--- config.mk ---
export PLATFORM = sky130hd
export DESIGN_NAME = pulse_interval_code_detector_top_flat
export DESIGN_NICKNAME = d
export VERILOG_FILES = /design/src/rtl/pcd_pkg.sv /design/src/rtl/pcd_in_if.sv /design/src/rtl/pcd_out_if.sv /design/src/rtl/pcd_front.sv /design/src/rtl/pcd_queue.sv /design/src/rtl/pcd_back.sv /design/src/rtl/pulse_interval_code_detector_top.sv /design/src/flat_wrapper.sv
export SDC_FILE = /design/constraint.sdc
export NUM_CORES = 1
export LEC_CHECK = 0
export BUFFER_PORTS_ARGS = -buffer_cell sky130_fd_sc_hd__buf_4
export CORE_MARGIN = 4
export CORE_UTILIZATION = 30
export DETAILED_ROUTE_END_ITERATION = 7
export SLEW_MARGIN = 25
export SYNTH_ARGS = -nofsm -noshare
export SYNTH_HDL_FRONTEND = slang
export SYNTH_SLANG_ARGS = --single-unit
--- constraint.sdc ---
create_clock -name i_clk -period 3.9 [get_ports i_clk]
set_input_delay 0.195 -clock i_clk [delete_from_list [all_inputs] [get_ports i_clk]]
set_output_delay 0.195 -clock i_clk [all_outputs]
set_load 0.005 [all_outputs]
--- src/rtl/pcd_pkg.sv ---
// Package for the pulse interval code detector.
// Holds the register indexes, reset values, saturation limits and the
// configuration struct. No dependencies.
`timescale 1ns / 1ps

package pcd_pkg;

    localparam int RUN_WIDTH_DEF = 16;

    localparam int CFG_IDX_W  = 3;
    localparam int CFG_DATA_W = 16;

    localparam logic [CFG_IDX_W-1:0] CFG_QUIET_THRESHOLD   = 3'd0;
    localparam logic [CFG_IDX_W-1:0] CFG_LONG_QUIET_LIMIT  = 3'd1;
    localparam logic [CFG_IDX_W-1:0] CFG_SHORT_QUIET_LIMIT = 3'd2;
    localparam logic [CFG_IDX_W-1:0] CFG_PULSE_MIN_RUN     = 3'd3;
    localparam logic [CFG_IDX_W-1:0] CFG_INTERVAL_OFFSET   = 3'd4;

    localparam logic [15:0] QUIET_THRESHOLD_RST   = 16'd1600;
    localparam logic [7:0]  LONG_QUIET_LIMIT_RST  = 8'd20;
    localparam logic [7:0]  SHORT_QUIET_LIMIT_RST = 8'd3;
    localparam logic [7:0]  PULSE_MIN_RUN_RST     = 8'd3;
    localparam logic [7:0]  INTERVAL_OFFSET_RST   = 8'd6;

    localparam int          LEN_W     = 17;
    localparam int          OUT_RUN_W = 16;
    localparam logic [7:0]  TALLY_MAX = 8'hFF;

    typedef struct packed {
        logic [15:0] quiet_threshold;
        logic [7:0]  long_quiet_limit;
        logic [7:0]  short_quiet_limit;
        logic [7:0]  pulse_min_run;
        logic [7:0]  interval_offset;
    } t_cfg;

endpackage

--- src/rtl/pcd_in_if.sv ---
// Input channel of the detector: one signed audio sample per item.
// Valid/ready handshake; no package dependency.
`timescale 1ns / 1ps

interface pcd_in_if;
    logic               valid;
    logic               ready;
    logic signed [15:0] sample;

    modport source (output valid, output sample, input ready);
    modport sink   (input valid, input sample, output ready);
endinterface

--- src/rtl/pcd_out_if.sv ---
// Result channel of the detector: counts and flags for each item.
// Valid/ready handshake; no package dependency.
`timescale 1ns / 1ps

interface pcd_out_if;
    logic        valid;
    logic        ready;
    logic [7:0]  interval_count;
    logic [16:0] first_interval_length;
    logic [15:0] quiet_run_out;
    logic [15:0] pulse_run_out;
    logic        is_pulse;
    logic        interval_closed;

    modport source (output valid, output interval_count, output first_interval_length,
                    output quiet_run_out, output pulse_run_out, output is_pulse,
                    output interval_closed, input ready);
    modport sink   (input valid, input interval_count, input first_interval_length,
                    input quiet_run_out, input pulse_run_out, input is_pulse,
                    input interval_closed, output ready);
endinterface

--- src/rtl/pcd_front.sv ---
// Front stage: accepts samples, takes the magnitude and classifies it
// against the quiet threshold. Uses pcd_pkg and pcd_in_if.
`timescale 1ns / 1ps

module pcd_front import pcd_pkg::*; (
    input  logic        i_clk,
    input  logic        i_rst_n,
    input  logic [15:0] i_quiet_threshold,
    pcd_in_if.sink      i_in,
    output logic        o_push,
    output logic        o_pulse,
    input  logic        i_push_ready
);

    logic        r_valid;
    logic        n_valid;
    logic        r_pulse;
    logic [16:0] mag;
    logic        take;

    // Most negative sample gives 32768, one past the positive range.
    always_comb begin
        if (i_in.sample[15]) begin
            mag = 17'h10000 - {1'b0, i_in.sample};
        end else begin
            mag = {1'b0, i_in.sample};
        end
    end

    assign i_in.ready = !r_valid || i_push_ready;
    assign take       = i_in.valid && i_in.ready;
    assign o_push     = r_valid;
    assign o_pulse    = r_pulse;

    always_comb begin
        n_valid = r_valid;
        if (take) begin
            n_valid = 1'b1;
        end else if (i_push_ready) begin
            n_valid = 1'b0;
        end
    end

    always_ff @(posedge i_clk) begin
        if (!i_rst_n) begin
            r_valid <= 1'b0;
        end else begin
            r_valid <= n_valid;
        end
    end

    always_ff @(posedge i_clk) begin
        if (take) begin
            r_pulse <= !(mag < {1'b0, i_quiet_threshold});
        end
    end

endmodule

--- src/rtl/pcd_queue.sv ---
// Two-entry queue of classified items between front and back.
// Register based; no package dependency.
`timescale 1ns / 1ps

module pcd_queue (
    input  logic i_clk,
    input  logic i_rst_n,
    input  logic i_push,
    input  logic i_data,
    output logic o_ready,
    output logic o_valid,
    output logic o_data,
    input  logic i_pop
);

    logic       r_mem [2];
    logic       r_wp;
    logic       r_rp;
    logic [1:0] r_cnt;
    logic       do_push;
    logic       do_pop;

    assign o_ready = (r_cnt != 2'd2);
    assign o_valid = (r_cnt != 2'd0);
    assign o_data  = r_mem[r_rp];
    assign do_push = i_push && o_ready;
    assign do_pop  = i_pop && o_valid;

    always_ff @(posedge i_clk) begin
        if (!i_rst_n) begin
            r_wp  <= 1'b0;
            r_rp  <= 1'b0;
            r_cnt <= 2'd0;
        end else begin
            if (do_push) begin
                r_wp <= !r_wp;
            end
            if (do_pop) begin
                r_rp <= !r_rp;
            end
            r_cnt <= r_cnt + {1'b0, do_push} - {1'b0, do_pop};
        end
    end

    always_ff @(posedge i_clk) begin
        if (do_push) begin
            r_mem[r_wp] <= i_data;
        end
    end

endmodule

--- src/rtl/pcd_back.sv ---
// Back stage: run counters, interval tally, first interval latch and the
// result register. Uses pcd_pkg and pcd_out_if.
`timescale 1ns / 1ps

module pcd_back import pcd_pkg::*; #(
    parameter int RUN_WIDTH = RUN_WIDTH_DEF
) (
    input  logic      i_clk,
    input  logic      i_rst_n,
    input  t_cfg      i_cfg,
    input  logic      i_q_valid,
    input  logic      i_q_pulse,
    output logic      o_q_pop,
    pcd_out_if.source o_out
);

    localparam int LW = (RUN_WIDTH + 1 > LEN_W) ? RUN_WIDTH + 1 : LEN_W;
    localparam int CW = (RUN_WIDTH > OUT_RUN_W) ? RUN_WIDTH : OUT_RUN_W;
    localparam logic [RUN_WIDTH-1:0] RUN_MAX = {RUN_WIDTH{1'b1}};

    logic [RUN_WIDTH-1:0] r_quiet;
    logic [RUN_WIDTH-1:0] n_quiet;
    logic [RUN_WIDTH-1:0] r_prun;
    logic [RUN_WIDTH-1:0] n_prun;
    logic [7:0]           r_tally;
    logic [7:0]           n_tally;
    logic [LEN_W-1:0]     r_first;
    logic [LEN_W-1:0]     n_first;
    logic                 n_closed;
    logic                 r_ov;

    logic [RUN_WIDTH-1:0] quiet_inc;
    logic [RUN_WIDTH-1:0] prun_inc;
    logic [RUN_WIDTH-1:0] long_lim;
    logic [RUN_WIDTH-1:0] short_lim;
    logic [RUN_WIDTH-1:0] pmin;
    logic [LW-1:0]        len;
    logic [CW-1:0]        quiet_x;
    logic [CW-1:0]        prun_x;

    assign o_q_pop = i_q_valid && (!r_ov || o_out.ready);

    assign quiet_inc = (r_quiet == RUN_MAX) ? RUN_MAX : r_quiet + 1'b1;
    assign prun_inc  = (r_prun == RUN_MAX) ? RUN_MAX : r_prun + 1'b1;
    assign long_lim  = RUN_WIDTH'(i_cfg.long_quiet_limit);
    assign short_lim = RUN_WIDTH'(i_cfg.short_quiet_limit);
    assign pmin      = RUN_WIDTH'(i_cfg.pulse_min_run);
    assign len       = LW'(r_quiet) + LW'(i_cfg.interval_offset);

    always_comb begin
        n_quiet  = r_quiet;
        n_prun   = r_prun;
        n_tally  = r_tally;
        n_first  = r_first;
        n_closed = 1'b0;
        if (!i_q_pulse) begin
            n_quiet = quiet_inc;
            if (quiet_inc > long_lim) begin
                n_tally = 8'd0;
            end
            if (quiet_inc > long_lim || quiet_inc > short_lim) begin
                n_prun = '0;
            end
        end else begin
            n_prun = prun_inc;
            if (prun_inc > pmin) begin
                if (r_quiet > short_lim) begin
                    // Second counted interval latches the first one's length.
                    if (r_tally == 8'd1) begin
                        n_first = (len > LW'({LEN_W{1'b1}})) ? {LEN_W{1'b1}}
                                                              : len[LEN_W-1:0];
                    end
                    if (r_tally != TALLY_MAX) begin
                        n_tally = r_tally + 8'd1;
                    end
                    n_closed = 1'b1;
                end
                n_quiet = '0;
            end
        end
    end

    always_ff @(posedge i_clk) begin
        if (!i_rst_n) begin
            r_quiet <= '0;
            r_prun  <= '0;
            r_tally <= 8'd0;
            r_first <= '0;
            r_ov    <= 1'b0;
        end else begin
            if (o_q_pop) begin
                r_quiet <= n_quiet;
                r_prun  <= n_prun;
                r_tally <= n_tally;
                r_first <= n_first;
                r_ov    <= 1'b1;
            end else if (o_out.ready) begin
                r_ov    <= 1'b0;
            end
        end
    end

    assign quiet_x = CW'(n_quiet);
    assign prun_x  = CW'(n_prun);

    // Result register: hold until taken.
    always_ff @(posedge i_clk) begin
        if (o_q_pop) begin
            o_out.interval_count        <= n_tally;
            o_out.first_interval_length <= n_first;
            o_out.quiet_run_out   <= (quiet_x > CW'({OUT_RUN_W{1'b1}})) ? {OUT_RUN_W{1'b1}}
                                                                       : quiet_x[OUT_RUN_W-1:0];
            o_out.pulse_run_out   <= (prun_x > CW'({OUT_RUN_W{1'b1}})) ? {OUT_RUN_W{1'b1}}
                                                                      : prun_x[OUT_RUN_W-1:0];
            o_out.is_pulse        <= i_q_pulse;
            o_out.interval_closed <= n_closed;
        end
    end

    assign o_out.valid = r_ov;

    a_closed_is_pulse: assert property (@(posedge i_clk) disable iff (!i_rst_n)
        r_ov && o_out.interval_closed |-> o_out.is_pulse)
        else $error("interval closed on a quiet item");

    a_closed_clears_quiet: assert property (@(posedge i_clk) disable iff (!i_rst_n)
        r_ov && o_out.interval_closed |-> o_out.quiet_run_out == '0 &&
                                          o_out.interval_count != 8'd0)
        else $error("closed interval left quiet run or tally wrong");

    a_pulse_run_live: assert property (@(posedge i_clk) disable iff (!i_rst_n)
        r_ov && o_out.is_pulse |-> o_out.pulse_run_out != '0)
        else $error("pulse item reports empty pulse run");

    a_quiet_run_live: assert property (@(posedge i_clk) disable iff (!i_rst_n)
        r_ov && !o_out.is_pulse |-> o_out.quiet_run_out != '0)
        else $error("quiet item reports empty quiet run");

endmodule

--- src/rtl/pulse_interval_code_detector_top.sv ---
// Top level of the pulse interval code detector: configuration registers,
// front classifier, queue and back counter stage. Uses pcd_pkg, pcd_in_if,
// pcd_out_if, pcd_front, pcd_queue and pcd_back.
//
//   channel   dir  handshake        payload
//   i_in      in   valid / ready    sample (signed 16)
//   o_out     out  valid / ready    interval_count, first_interval_length,
//                                   quiet_run_out, pulse_run_out, is_pulse,
//                                   interval_closed
//   i_cfg_*   in   write enable     index 3 bits, data 16 bits
//
// One item per cycle sustained while o_out is ready; each result passes through
// the classify register, the queue and the result register. The counter
// update in the back stage sets the cycle time. Synchronous active-low reset
// clears control state and loads the register defaults. A stalled output
// fills the result register, the queue and the classify register, then drops
// ready.
`timescale 1ns / 1ps

module pulse_interval_code_detector_top import pcd_pkg::*; #(
    parameter int RUN_WIDTH = RUN_WIDTH_DEF
) (
    input  logic                  i_clk,
    input  logic                  i_rst_n,
    input  logic                  i_cfg_we,
    input  logic [CFG_IDX_W-1:0]  i_cfg_idx,
    input  logic [CFG_DATA_W-1:0] i_cfg_data,
    pcd_in_if.sink                i_in,
    pcd_out_if.source             o_out
);

    t_cfg r_cfg;
    logic push;
    logic push_pulse;
    logic push_ready;
    logic q_valid;
    logic q_pulse;
    logic q_pop;

    always_ff @(posedge i_clk) begin
        if (!i_rst_n) begin
            r_cfg.quiet_threshold   <= QUIET_THRESHOLD_RST;
            r_cfg.long_quiet_limit  <= LONG_QUIET_LIMIT_RST;
            r_cfg.short_quiet_limit <= SHORT_QUIET_LIMIT_RST;
            r_cfg.pulse_min_run     <= PULSE_MIN_RUN_RST;
            r_cfg.interval_offset   <= INTERVAL_OFFSET_RST;
        end else if (i_cfg_we) begin
            case (i_cfg_idx)
                CFG_QUIET_THRESHOLD:   r_cfg.quiet_threshold   <= i_cfg_data;
                CFG_LONG_QUIET_LIMIT:  r_cfg.long_quiet_limit  <= i_cfg_data[7:0];
                CFG_SHORT_QUIET_LIMIT: r_cfg.short_quiet_limit <= i_cfg_data[7:0];
                CFG_PULSE_MIN_RUN:     r_cfg.pulse_min_run     <= i_cfg_data[7:0];
                CFG_INTERVAL_OFFSET:   r_cfg.interval_offset   <= i_cfg_data[7:0];
                default: begin
                    // drop writes to unused indexes
                end
            endcase
        end
    end

    pcd_front u_front (
        .i_clk             (i_clk),
        .i_rst_n           (i_rst_n),
        .i_quiet_threshold (r_cfg.quiet_threshold),
        .i_in              (i_in),
        .o_push            (push),
        .o_pulse           (push_pulse),
        .i_push_ready      (push_ready)
    );

    pcd_queue u_queue (
        .i_clk   (i_clk),
        .i_rst_n (i_rst_n),
        .i_push  (push),
        .i_data  (push_pulse),
        .o_ready (push_ready),
        .o_valid (q_valid),
        .o_data  (q_pulse),
        .i_pop   (q_pop)
    );

    pcd_back #(
        .RUN_WIDTH (RUN_WIDTH)
    ) u_back (
        .i_clk     (i_clk),
        .i_rst_n   (i_rst_n),
        .i_cfg     (r_cfg),
        .i_q_valid (q_valid),
        .i_q_pulse (q_pulse),
        .o_q_pop   (q_pop),
        .o_out     (o_out)
    );

endmodule

--- src/flat_wrapper.sv ---
// flat-port wrapper written by rule: the top's interface ports become plain ports
module pulse_interval_code_detector_top_flat import pcd_pkg::*;
#(
    parameter int RUN_WIDTH = RUN_WIDTH_DEF
)
  (i_clk, i_rst_n, i_cfg_we, i_cfg_idx, i_cfg_data, i_in_valid, i_in_sample, i_in_ready, o_out_valid, o_out_interval_count, o_out_first_interval_length, o_out_quiet_run_out, o_out_pulse_run_out, o_out_is_pulse, o_out_interval_closed, o_out_ready);
  pcd_in_if i_in_i ();
  pcd_out_if o_out_i ();
  input  logic i_clk;
  input  logic i_rst_n;
  input  logic i_cfg_we;
  input  logic [CFG_IDX_W-1:0] i_cfg_idx;
  input  logic [CFG_DATA_W-1:0] i_cfg_data;
  input wire logic [$bits(i_in_i.valid)-1:0] i_in_valid;
  input wire logic [$bits(i_in_i.sample)-1:0] i_in_sample;
  output wire logic [$bits(i_in_i.ready)-1:0] i_in_ready;
  output wire logic [$bits(o_out_i.valid)-1:0] o_out_valid;
  output wire logic [$bits(o_out_i.interval_count)-1:0] o_out_interval_count;
  output wire logic [$bits(o_out_i.first_interval_length)-1:0] o_out_first_interval_length;
  output wire logic [$bits(o_out_i.quiet_run_out)-1:0] o_out_quiet_run_out;
  output wire logic [$bits(o_out_i.pulse_run_out)-1:0] o_out_pulse_run_out;
  output wire logic [$bits(o_out_i.is_pulse)-1:0] o_out_is_pulse;
  output wire logic [$bits(o_out_i.interval_closed)-1:0] o_out_interval_closed;
  input wire logic [$bits(o_out_i.ready)-1:0] o_out_ready;
  assign i_in_i.valid = i_in_valid;
  assign i_in_i.sample = i_in_sample;
  assign i_in_ready = i_in_i.ready;
  assign o_out_valid = o_out_i.valid;
  assign o_out_interval_count = o_out_i.interval_count;
  assign o_out_first_interval_length = o_out_i.first_interval_length;
  assign o_out_quiet_run_out = o_out_i.quiet_run_out;
  assign o_out_pulse_run_out = o_out_i.pulse_run_out;
  assign o_out_is_pulse = o_out_i.is_pulse;
  assign o_out_interval_closed = o_out_i.interval_closed;
  assign o_out_i.ready = o_out_ready;
  pulse_interval_code_detector_top #(.RUN_WIDTH(RUN_WIDTH)) u_core (.i_clk(i_clk), .i_rst_n(i_rst_n), .i_cfg_we(i_cfg_we), .i_cfg_idx(i_cfg_idx), .i_cfg_data(i_cfg_data), .i_in(i_in_i), .o_out(o_out_i));
endmodule
==> summary.md, run 1 <==
| Metric | Value |
|---|---|
| Outcome | finished clean |
| Power per cell area | roughly 460 nW/µm² |
| Post-Synth Adder-Cell Area | 0.0821 |
| Buffers from clock root to sink, at most | 2 |
| Antenna diode count | 0 |
| Period minus WS final | about 3.8 ns |
| Filler Cells Inserted | 3200 |
| Unique cell type count in the Yosys netlist | 73 |
| Clock Latency Late Sink | 0.44 ns |
| Cell count after synthesis | approximately 1100 |
| Die Span Y | between 150 and 200 µm |
| Share of final-layout standard cells stronger than drive strength 1 | 0.207 |
| CP Capture Type | flop |
| Synth Register Bits | between 150 and 200 |
| Final slew viol count | 0 |
| Class of the worst hold path | in -> reg |
| Cells along the critical path | ha_4 > inv_1 > or3_4 > or3_4 > nand2_1 > ha_1 > a21o_1 > a221o_1 > a221oi_4 > a31oi_4 > or3_4 > buf_4 > o21ai_4 > buf_6 > a22oi_1 > nor2_1 |
| Area of the die | around 35000 µm² |
| Sequential fraction of the synthesis area | 0.423 |
| HPWL reported at the end of detailed placement | ~20000 µm |
| Max-slew headroom at the worst pin | 0.397 |
| Global-route wire length before repair | 44100 µm |
| Post-synth net total | about 1200 |
| Detail-routed net length per standard cell | ~16 µm |
| Number of clock sinks | 174 |
| Commonest non-fill, non-tap cells in the layout | 188 x sky130_fd_sc_hd__buf_4, 169 x sky130_fd_sc_hd__nand2_1, 110 x sky130_fd_sc_hd__dfxtp_1 |
| Die span in x | 188 µm |
| Final hold vios | 0 |
| Boundary pin count | 101 |
| Total detailed-routing wirelength | about 27000 µm |
| Overall overflow remaining after global route | 0 |
| CP Launch Type | flop |
| Most common library cell in the layout ignoring fill and taps | sky130_fd_sc_hd__buf_4 |
| Worst-path cell with the longest stage delay | sky130_fd_sc_hd__or3_4 |
| Share of the cycle needed by the critical path after routing | 0.967 |
| Initial DRT Pass Iterations | 6 |
| Number of routed nets with antenna violations | 0 |
| Maximum clock frequency | 0.265 GHz |
| Root Buffer Master | sky130_fd_sc_hd__clkbuf_16 |
| 1st-iter DRT viols | between 600 and 700 |
| Post-route DRC violation count | 0 |
| Placement row count | 65 |
| Leakage Power | 4.88 nW |
| Number of CTS-inserted buffers | 17 |
| Placeable core region | ~32000 µm² |
| Total routing resource utilization after global routing | 0.152 |
| Synth warn | 0 |
| Post-synthesis compound-gate area fraction | 0.197 |
| Gp weighted congestion | around 0.86 |
| Total standard cell area after synthesis | 9700 µm² |
| Hold WS | 0.0240 ns |
| Number of H-tree levels | 4 |
| Maximum number of pins on one net before global-route repair | 74 |
| Synthesized-area fraction occupied by xor and xnor cells | 0.0379 |
| Antenna violations before repair | 0 |
| CP Data Arrival Time | about 4.1 ns |
| Transition time at the pin with the least slew margin | roughly 0.90 ns |
| Fraction of registers with async set or reset after synthesis | 0 |
| Final Net Count | around 1400 |
| Port-buffer cells | 100 |
| Worst Clk Skew | between 0.01 and 0.015 ns |
| Via count of the first global-routing pass | slightly above 8000 |
| Vias per Instance | ~5.1 |
| TritonCTS clock tree | built |
| Required time of the critical path | about 4.3 ns |
| Critical path start-end classification | reg -> reg |
| Critical path's largest stage delay | 0.45 ns |
| Prevailing post-synth register cell | sky130_fd_sc_hd__dfxtp_1 |
| Clock slew at the register clock pins of the worst setup and hold paths | 0.08 ns |
| Post-synthesis mux area share | 0.00942 |
| Number of vias after detailed routing | 8595 |
| Largest voltage drop on the vdd net | approximately 0.32 mV |
| MaxCap Viol Count | 0 |
| Maximum fanout encountered on the critical timing path | 8 |
| Sum of negative setup slack | 0 ns |
| Setup violation total in the final timing report | 0 |
| Number of enable flip-flop cells after synthesis | between 60 and 70 |
| Synth Area in Simple Gates | 0.197 |
| Initial cell density of the core | 0.306 |
| Largest family of logic cells by synthesized area | compound AO/OA/AOI/OAI gates |
| Per-instance average area after synthesis | 8.82 µm² |
| Cell seen most often among critical-path stages | sky130_fd_sc_hd__or3_4 |
| Layout-stage area growth over the synthesis result | 25.4% |
## state kept, by name (all words and copies together), names as in the netlist, 8 cells and up, named ones only
name,flops
u_core.u_back.r_prun,16
u_core.u_back.o_out.pulse_run_out,16
u_core.u_back.r_quiet,16
u_core.r_cfg,48
u_core.u_back.o_out.quiet_run_out,16
u_core.u_back.r_first,17
u_core.u_back.r_tally,8
u_core.u_back.o_out.interval_count,8
u_core.u_back.o_out.first_interval_length,17
## critical path, delay by kind of cell (launching register included)
kind | cells | cell delay (ns)
compound gates | 6 | 1.17
fa+ha+maj | 2 | 0.37
buf+inv | 3 | 0.33
flops | 1 | 0.36
simple gates | 5 | 1.46
## metrics by stage
| stage | instance area (µm²) | power, mW | std cells | util | setup WS [ns] |
|---|---|---|---|---|---|
| global route | 12200 | 5.90 | 1669 | 0.383 | -0.0157 |
| finish | 12200 | 5.60 | 1669 | 0.383 | 0.130 |
| floorplan | 9710 | 3.08 | 1099 | - | -0.00416 |
| global placement | 11400 | 3.88 | 1624 | 0.359 | 0.00290 |
| detailed placement | 11400 | 3.91 | 1624 | 0.359 | -0.111 |
| CTS | 12100 | 5.60 | 1663 | 0.380 | 0.0109 |
## layer usage
layer / part of all wire / vias to the layer above / GRT usage
met5: 0 / - / 0
met4: 0.016 / 0 / 0.0449
met3: 0.044 / 34 / 0.0264
met2: 0.45 / 228 / 0.244
met1: 0.49 / 4046 / 0.210
li1: - / 4287 / -
## synth_stat cells, drive strengths merged (10+ instances only)
cell,count,area (µm²)
o31ai,10,80.1
a21o,16,120
ha,62,776
and4,10,87.6
xnor2,26,228
o21ai,65,329
nand3,36,180
edfxtp,62,1860
xor2,16,140
nand2,170,638
o41ai,10,95.1
nor2,67,251
a21oi,72,360
o211ai,20,160
a31oi,17,106
dfxtp,112,2240
o21a,13,97.6
clkbuf,46,174
a22o,17,149
buf,18,100
nand4,19,140
inv,62,233
nor3,29,150
## area by class of cell
type,instances,area [µm²],share of cell area
Clock buffer,18,429,0.0353
Clock inverter,14,146,0.0120
Inverter,63,236,0.0194
Multi-Input combinational cell,798,5170,0.425
Sequential cell,174,4110,0.338
Tap cell,402,503,0.0414
Timing Repair Buffer,200,1570,0.129
## worst paths after layout
check,startpoint,cells past startpoint,to,slack (ns)
setup reg to reg,u_core.u_back.r_prun[1],16,u_core.u_back.r_quiet[5],0.13
setup / recovery,u_core.u_back.r_prun[1],16,u_core.u_back.r_quiet[5],0.13
hold reg to reg,u_core.r_cfg[20],2,u_core.r_cfg[20],0.46
hold / removal,i_cfg_data[10],3,u_core.r_cfg[42],0.02
## repair_timing
item / in CTS / in global routing
pin swaps: 0 / 7
hold buffers: 7 / 0
setup buffers: 0 / 5
endpoints found under the setup margin: 46 / 81
gates cloned: 0 / 1
endpoints found under the hold margin: 7 / 0
gates resized for setup: 3 / 13
## cell families after synthesis
group,after synthesis
flip-flops,174
adder cells (fa/ha/maj),63
AND/OR/NAND/NOR,397
XOR/XNOR,42
AO/OA/AOI/OAI,287
multiplexers,9
buffers and inverters,127
## power breakdown
group / internal [mW] / leakage (nW) / switching [mW]
clock: 0.855 / 0.280 / 0.821
sequential: 2.22 / 1.52 / 0.104
combinational: 0.698 / 3.08 / 0.908
No activity file was read; power rests on OpenSTA's default activity.
==> run 2, diff against run 1 <==
--- a/config.mk
+++ b/config.mk
@@ -12,4 +12,6 @@
 export SLEW_MARGIN = 25
 export SYNTH_ARGS = -nofsm -noshare
 export SYNTH_HDL_FRONTEND = slang
+export SYNTH_HIERARCHICAL = 1
 export SYNTH_SLANG_ARGS = --single-unit
+export TNS_END_PERCENT = 50
==> summary.md, run 2 <==
| Metric | Value |
|---|---|
| Final Net Count | 1278 (was 1357) |
| Worst-case setup slack after placement | 0.249 ns (was -0.111 ns) |
| Post-synthesis compound-gate area fraction | 0.149 (was 0.197) |
| Number of CTS-inserted buffers | 17 (unchanged) |
| Area of the die | 36200 µm² (was 35300 µm²) |
| Placement row count | 66 (was 65) |
| Unique cell type count in the Yosys netlist | 78 (was 73) |
| Area of combinational cells with multiple inputs | 5360 µm² (was 5170 µm²) |
| Placed Cells | 1599 (was 1624) |
| Worst Hold Launch | i_cfg_data[9] (was i_cfg_data[10]) |
| Port-buffer cells | 100 (unchanged) |
| Commonest non-fill, non-tap cells in the layout | 142 x sky130_fd_sc_hd__buf_4, 127 x sky130_fd_sc_hd__nand2_1, 111 x sky130_fd_sc_hd__dfxtp_1 (was 188 x sky130_fd_sc_hd__buf_4, 169 x sky130_fd_sc_hd__nand2_1, 110 x sky130_fd_sc_hd__dfxtp_1) |
| Reg area | 4110 µm² (about the same) |
| Hold bufs inserted after CTS | 0 (was 7) |
| Root Buffer Master | sky130_fd_sc_hd__clkbuf_16 (unchanged) |
| Worst-path cell with the longest stage delay | sky130_fd_sc_hd__or2_2 (was sky130_fd_sc_hd__or3_4) |
| Non-Filler Cell Area, Final | 11900 µm² (was 12200 µm²) |
| Share of the cycle needed by the critical path after routing | 0.929 (was 0.967) |
| MaxCap Viol Count | 0 (unchanged) |
| Cells along the critical path | ha_1 > and4_1 > nand2_1 > or2_2 > and2_1 > inv_1 > ha_1 > a21o_1 > nand3_1 > a21oi_1 > nor3_2 > nand4_1 > a21oi_1 > buf_4 > buf_4 > a21oi_1 > o21ai_0 (was ha_4 > inv_1 > or3_4 > or3_4 > nand2_1 > ha_1 > a21o_1 > a221o_1 > a221oi_4 > a31oi_4 > or3_4 > buf_4 > o21ai_4 > buf_6 > a22oi_1 > nor2_1) |
| CP Capture Type | flop (unchanged) |
| CP Launch Type | flop (unchanged) |
| Final Power | 4.28 mW (was 5.60 mW) |
| Worst Clk Skew | 0.0123 ns (was 0.0107 ns) |
| Placed instance area | 11400 µm² (about the same) |
| Maximum clock frequency | 0.276 GHz (was 0.265 GHz) |
| Power per cell area | 358 nW/µm² (was 461 nW/µm²) |
| Non-filler cells, final | 1631 (was 1669) |
| Number of clock sinks | 174 (unchanged) |
| Synth warn | 6 (was 0) |
| Number of flip-flops in the largest register | 48 (unchanged) |
| Number of routed nets with antenna violations | 0 (unchanged) |
| Post-synth net total | 1173 (was 1202) |
| Most common library cell in the layout ignoring fill and taps | sky130_fd_sc_hd__buf_4 (unchanged) |
| Total routing resource utilization after global routing | 0.142 (was 0.152) |
| Top Registers | u_core/r_cfg x48, u_core/u_back/o_out.first_interval_length x17, u_core/u_back/r_first x17 (was u_core.r_cfg x48, u_core.u_back.o_out.first_interval_length x17, u_core.u_back.r_first x17) |
| Register-to-register setup slack | 0.28 ns (was 0.13 ns) |
| Number of vias after detailed routing | 8135 (was 8595) |
| Outcome | finished clean (unchanged) |
| Via count of the first global-routing pass | 7923 (was 8293) |
| Placeable core region | 32700 µm² (was 31700 µm²) |
| Share of final-layout standard cells stronger than drive strength 1 | 0.184 (was 0.207) |
| Largest voltage drop on the vdd net | 0.311 mV (was 0.321 mV) |
| Final hold vios | 0 (unchanged) |
| Critical path's largest stage delay | 0.38 ns (was 0.45 ns) |
| Gp weighted congestion | 0.875 (was 0.863) |
| Global-route wire length before repair | 41700 µm (was 44100 µm) |
| Commonest cells in the netlist | 128 x sky130_fd_sc_hd__nand2_1, 112 x sky130_fd_sc_hd__dfxtp_1, 66 x sky130_fd_sc_hd__o21ai_0 (was 170 x sky130_fd_sc_hd__nand2_1, 112 x sky130_fd_sc_hd__dfxtp_1, 72 x sky130_fd_sc_hd__a21oi_1) |
| Detail-routed net length per standard cell | 15.8 µm (was 16.1 µm) |
| Critical path start-end classification | reg -> reg (unchanged) |
| Die span in x | 190 µm (was 188 µm) |
| Maximum fanout encountered on the critical timing path | 9 (was 8) |
| Cell count after synthesis | 1071 (was 1099) |
| Post-Synth Adder-Cell Area | 0.0785 (was 0.0821) |
| Hold WS | 0.0168 ns (was 0.0240 ns) |
| Final slew viol count | 0 (unchanged) |
| Portion of synthesized cell area occupied by the leading cell type | 0.225 (was 0.231) |
| Total standard cell area after synthesis | 9980 µm² (was 9700 µm²) |
| Vias per Instance | 4.99 (was 5.15) |
| Largest family of logic cells by synthesized area | simple AND/OR/NAND/NOR gates (was compound AO/OA/AOI/OAI gates) |
| TritonCTS clock tree | built (unchanged) |
| Maximum number of pins on one net before global-route repair | 66 (was 74) |
| Main area contributors after synthesis | sky130_fd_sc_hd__dfxtp_1 22%, sky130_fd_sc_hd__edfxtp_1 19%, sky130_fd_sc_hd__ha_1 7.7% (was sky130_fd_sc_hd__dfxtp_1 23%, sky130_fd_sc_hd__edfxtp_1 19%, sky130_fd_sc_hd__ha_1 8.0%) |
| Required time of the critical path | 4.13 ns (was 4.27 ns) |
| Period minus WS final | 3.62 ns (was 3.77 ns) |
| Sum of negative setup slack | 0 ns (unchanged) |
| Worst R2R Start | u_core/u_back/r_quiet[0] (was u_core.u_back.r_prun[1]) |
| Prevailing post-synth register cell | sky130_fd_sc_hd__dfxtp_1 (unchanged) |
| Fin util | 0.365 (was 0.383) |
| Synth Register Bits | 174 (unchanged) |
| Endpoint of the worst hold-timing path | u_core/r_cfg[41] (was u_core.r_cfg[42]) |
| Initial DRT Pass Iterations | 6 (unchanged) |
| Post-synthesis mux area share | 0.0882 (was 0.00942) |
| Hold Path Depth | 3 (unchanged) |
| Synth Area in Simple Gates | 0.187 (was 0.197) |
| RSZ-0062 raised after global routing | no |
| Clock slew at the register clock pins of the worst setup and hold paths | 0.07 ns (was 0.08 ns) |
| Initial cell density of the core | 0.305 (was 0.306) |
| Transition time at the pin with the least slew margin | 0.828 ns (was 0.905 ns) |
| Clock Latency Late Sink | 0.43 ns (was 0.44 ns) |
| Fraction of registers with async set or reset after synthesis | 0 (unchanged) |
| Class of the worst hold path | in -> reg (unchanged) |
| Die Span Y | 190 µm (was 188 µm) |
| CP Data Arrival Time | 3.85 ns (was 4.14 ns) |
| Register with the most flip-flops | u_core/r_cfg (was u_core.r_cfg) |
| Boundary pin count | 101 (unchanged) |
| Number of enable flip-flop cells after synthesis | 62 (unchanged) |
| Setup violation total in the final timing report | 0 (unchanged) |
| Per-instance average area after synthesis | 9.31 µm² (was 8.82 µm²) |
| Overall overflow remaining after global route | 0 (unchanged) |
| Synthesized-area fraction occupied by xor and xnor cells | 0.0325 (was 0.0379) |
| Cell taking the most area after synthesis | sky130_fd_sc_hd__dfxtp_1 (unchanged) |
| Post-route DRC violation count | 0 (unchanged) |
| Antenna violations before repair | 0 (unchanged) |
| Filler Cells Inserted | 3379 (was 3200) |
| Antenna diode count | 0 (unchanged) |
| HPWL reported at the end of detailed placement | 19100 µm (was 19500 µm) |
| Cell depth of the worst flop-to-flop path | 17 (was 16) |
| Buffers from clock root to sink, at most | 2 (unchanged) |
| Total detailed-routing wirelength | 25800 µm (was 26900 µm) |
| Max-slew headroom at the worst pin | 0.446 (was 0.397) |
| Leakage Power | 4.75 nW (was 4.88 nW) |
| 1st-iter DRT viols | 646 (was 662) |
| Layout-stage area growth over the synthesis result | 19.8% (was 25.4%) |
| Number of H-tree levels | 4 (unchanged) |
| Capturing point of the worst reg2reg path | u_core/u_back/o_out.pulse_run_out[9] (was u_core.u_back.r_quiet[5]) |
| Sequential fraction of the synthesis area | 0.411 (was 0.423) |
| Cell with the most instances after synthesis | sky130_fd_sc_hd__nand2_1 (unchanged) |
| Final worst-path setup slack | 0.276 ns (was 0.130 ns) |
| Cell seen most often among critical-path stages | sky130_fd_sc_hd__a21oi_1 (was sky130_fd_sc_hd__or3_4) |
[run 2: cell count changes in the layout (fill, tap and decap cells not counted), sizes merged, moves of 11 or more]
cell	previous run	this run
o211ai	20	9
a21oi	72	43
buf	193	146
nor2b	8	28
mux2	1	20
nor3	29	16
nand2	170	128
mux2i	8	65
nor2	67	54
[run 2: logic make-up (layout without fill, tap and decap cells)]
logic type,count (synthesis),after routing
mux,85,85
xor+xnor,37,37
fa+ha+maj,62,62
flops,174,174
compound gates,226,226
buf+inv,125,243
simple gates,362,362
[run 2: critical path, delay by kind of cell, from the launching register on]
family / cells / cell delay, ns
compound gates: 5 / 0.77
flops: 1 / 0.33
simple gates: 7 / 1.42
buf+inv: 3 / 0.44
fa+ha+maj: 2 / 0.45
[run 2: what timing repair did]
action                                  CTS  global route
setup buffers                             0             0
endpoints found under the setup margin    0             6
gates resized for setup                   0             4
[run 2: worst max path at each step]
stage                              from                                           end  slack (ns)  cells after the start
2_1_floorplan   u_core/u_back/r_prun[0]  u_core/u_back/o_out.first_interval_length[0]        0.19                     16
3_3_place_gp   u_core/u_back/r_quiet[0]          u_core/u_back/o_out.pulse_run_out[9]        0.38                     17
3_5_place_dp   u_core/u_back/r_quiet[0]          u_core/u_back/o_out.pulse_run_out[9]        0.25                     17
4_1_cts        u_core/u_back/r_quiet[0]          u_core/u_back/o_out.pulse_run_out[9]        0.21                     17
5_1_grt         u_core/u_back/r_prun[2]         u_core/u_back/o_out.interval_count[7]        0.03                     13
6_report       u_core/u_back/r_quiet[0]          u_core/u_back/o_out.pulse_run_out[9]        0.28                     17
[run 2: layout make-up]
cell class | instances | share of cell area
clock buffer | 20 | 0.0382
tap | 442 | 0.0463
timing repair buffer | 146 | 0.0959
clock inverter | 12 | 0.00691
sequential | 174 | 0.344
multi-input combinational | 772 | 0.448
inverter | 65 | 0.0205
[run 2: power by group]
group / total [mW] / internal [mW] / switching (mW) / leakage, nW
combinational: 0.658 / 0.286 / 0.373 / 3.02
clock: 1.60 / 0.854 / 0.745 / 0.272
sequential: 2.02 / 1.98 / 0.0426 / 1.47
total: 4.28 / 3.12 / 1.16 / 4.75
[run 2: per-layer routing]
| metal | up-vias | routed length [µm] | track usage |
|---|---|---|---|
| met4 | 0 | 386 | 0.0392 |
| met3 | 25 | 1250 | 0.0264 |
| met1 | 3836 | 12200 | 0.196 |
| li1 | 4055 | - | - |
| met5 | - | 0 | 0 |
| met2 | 219 | 12000 | 0.227 |
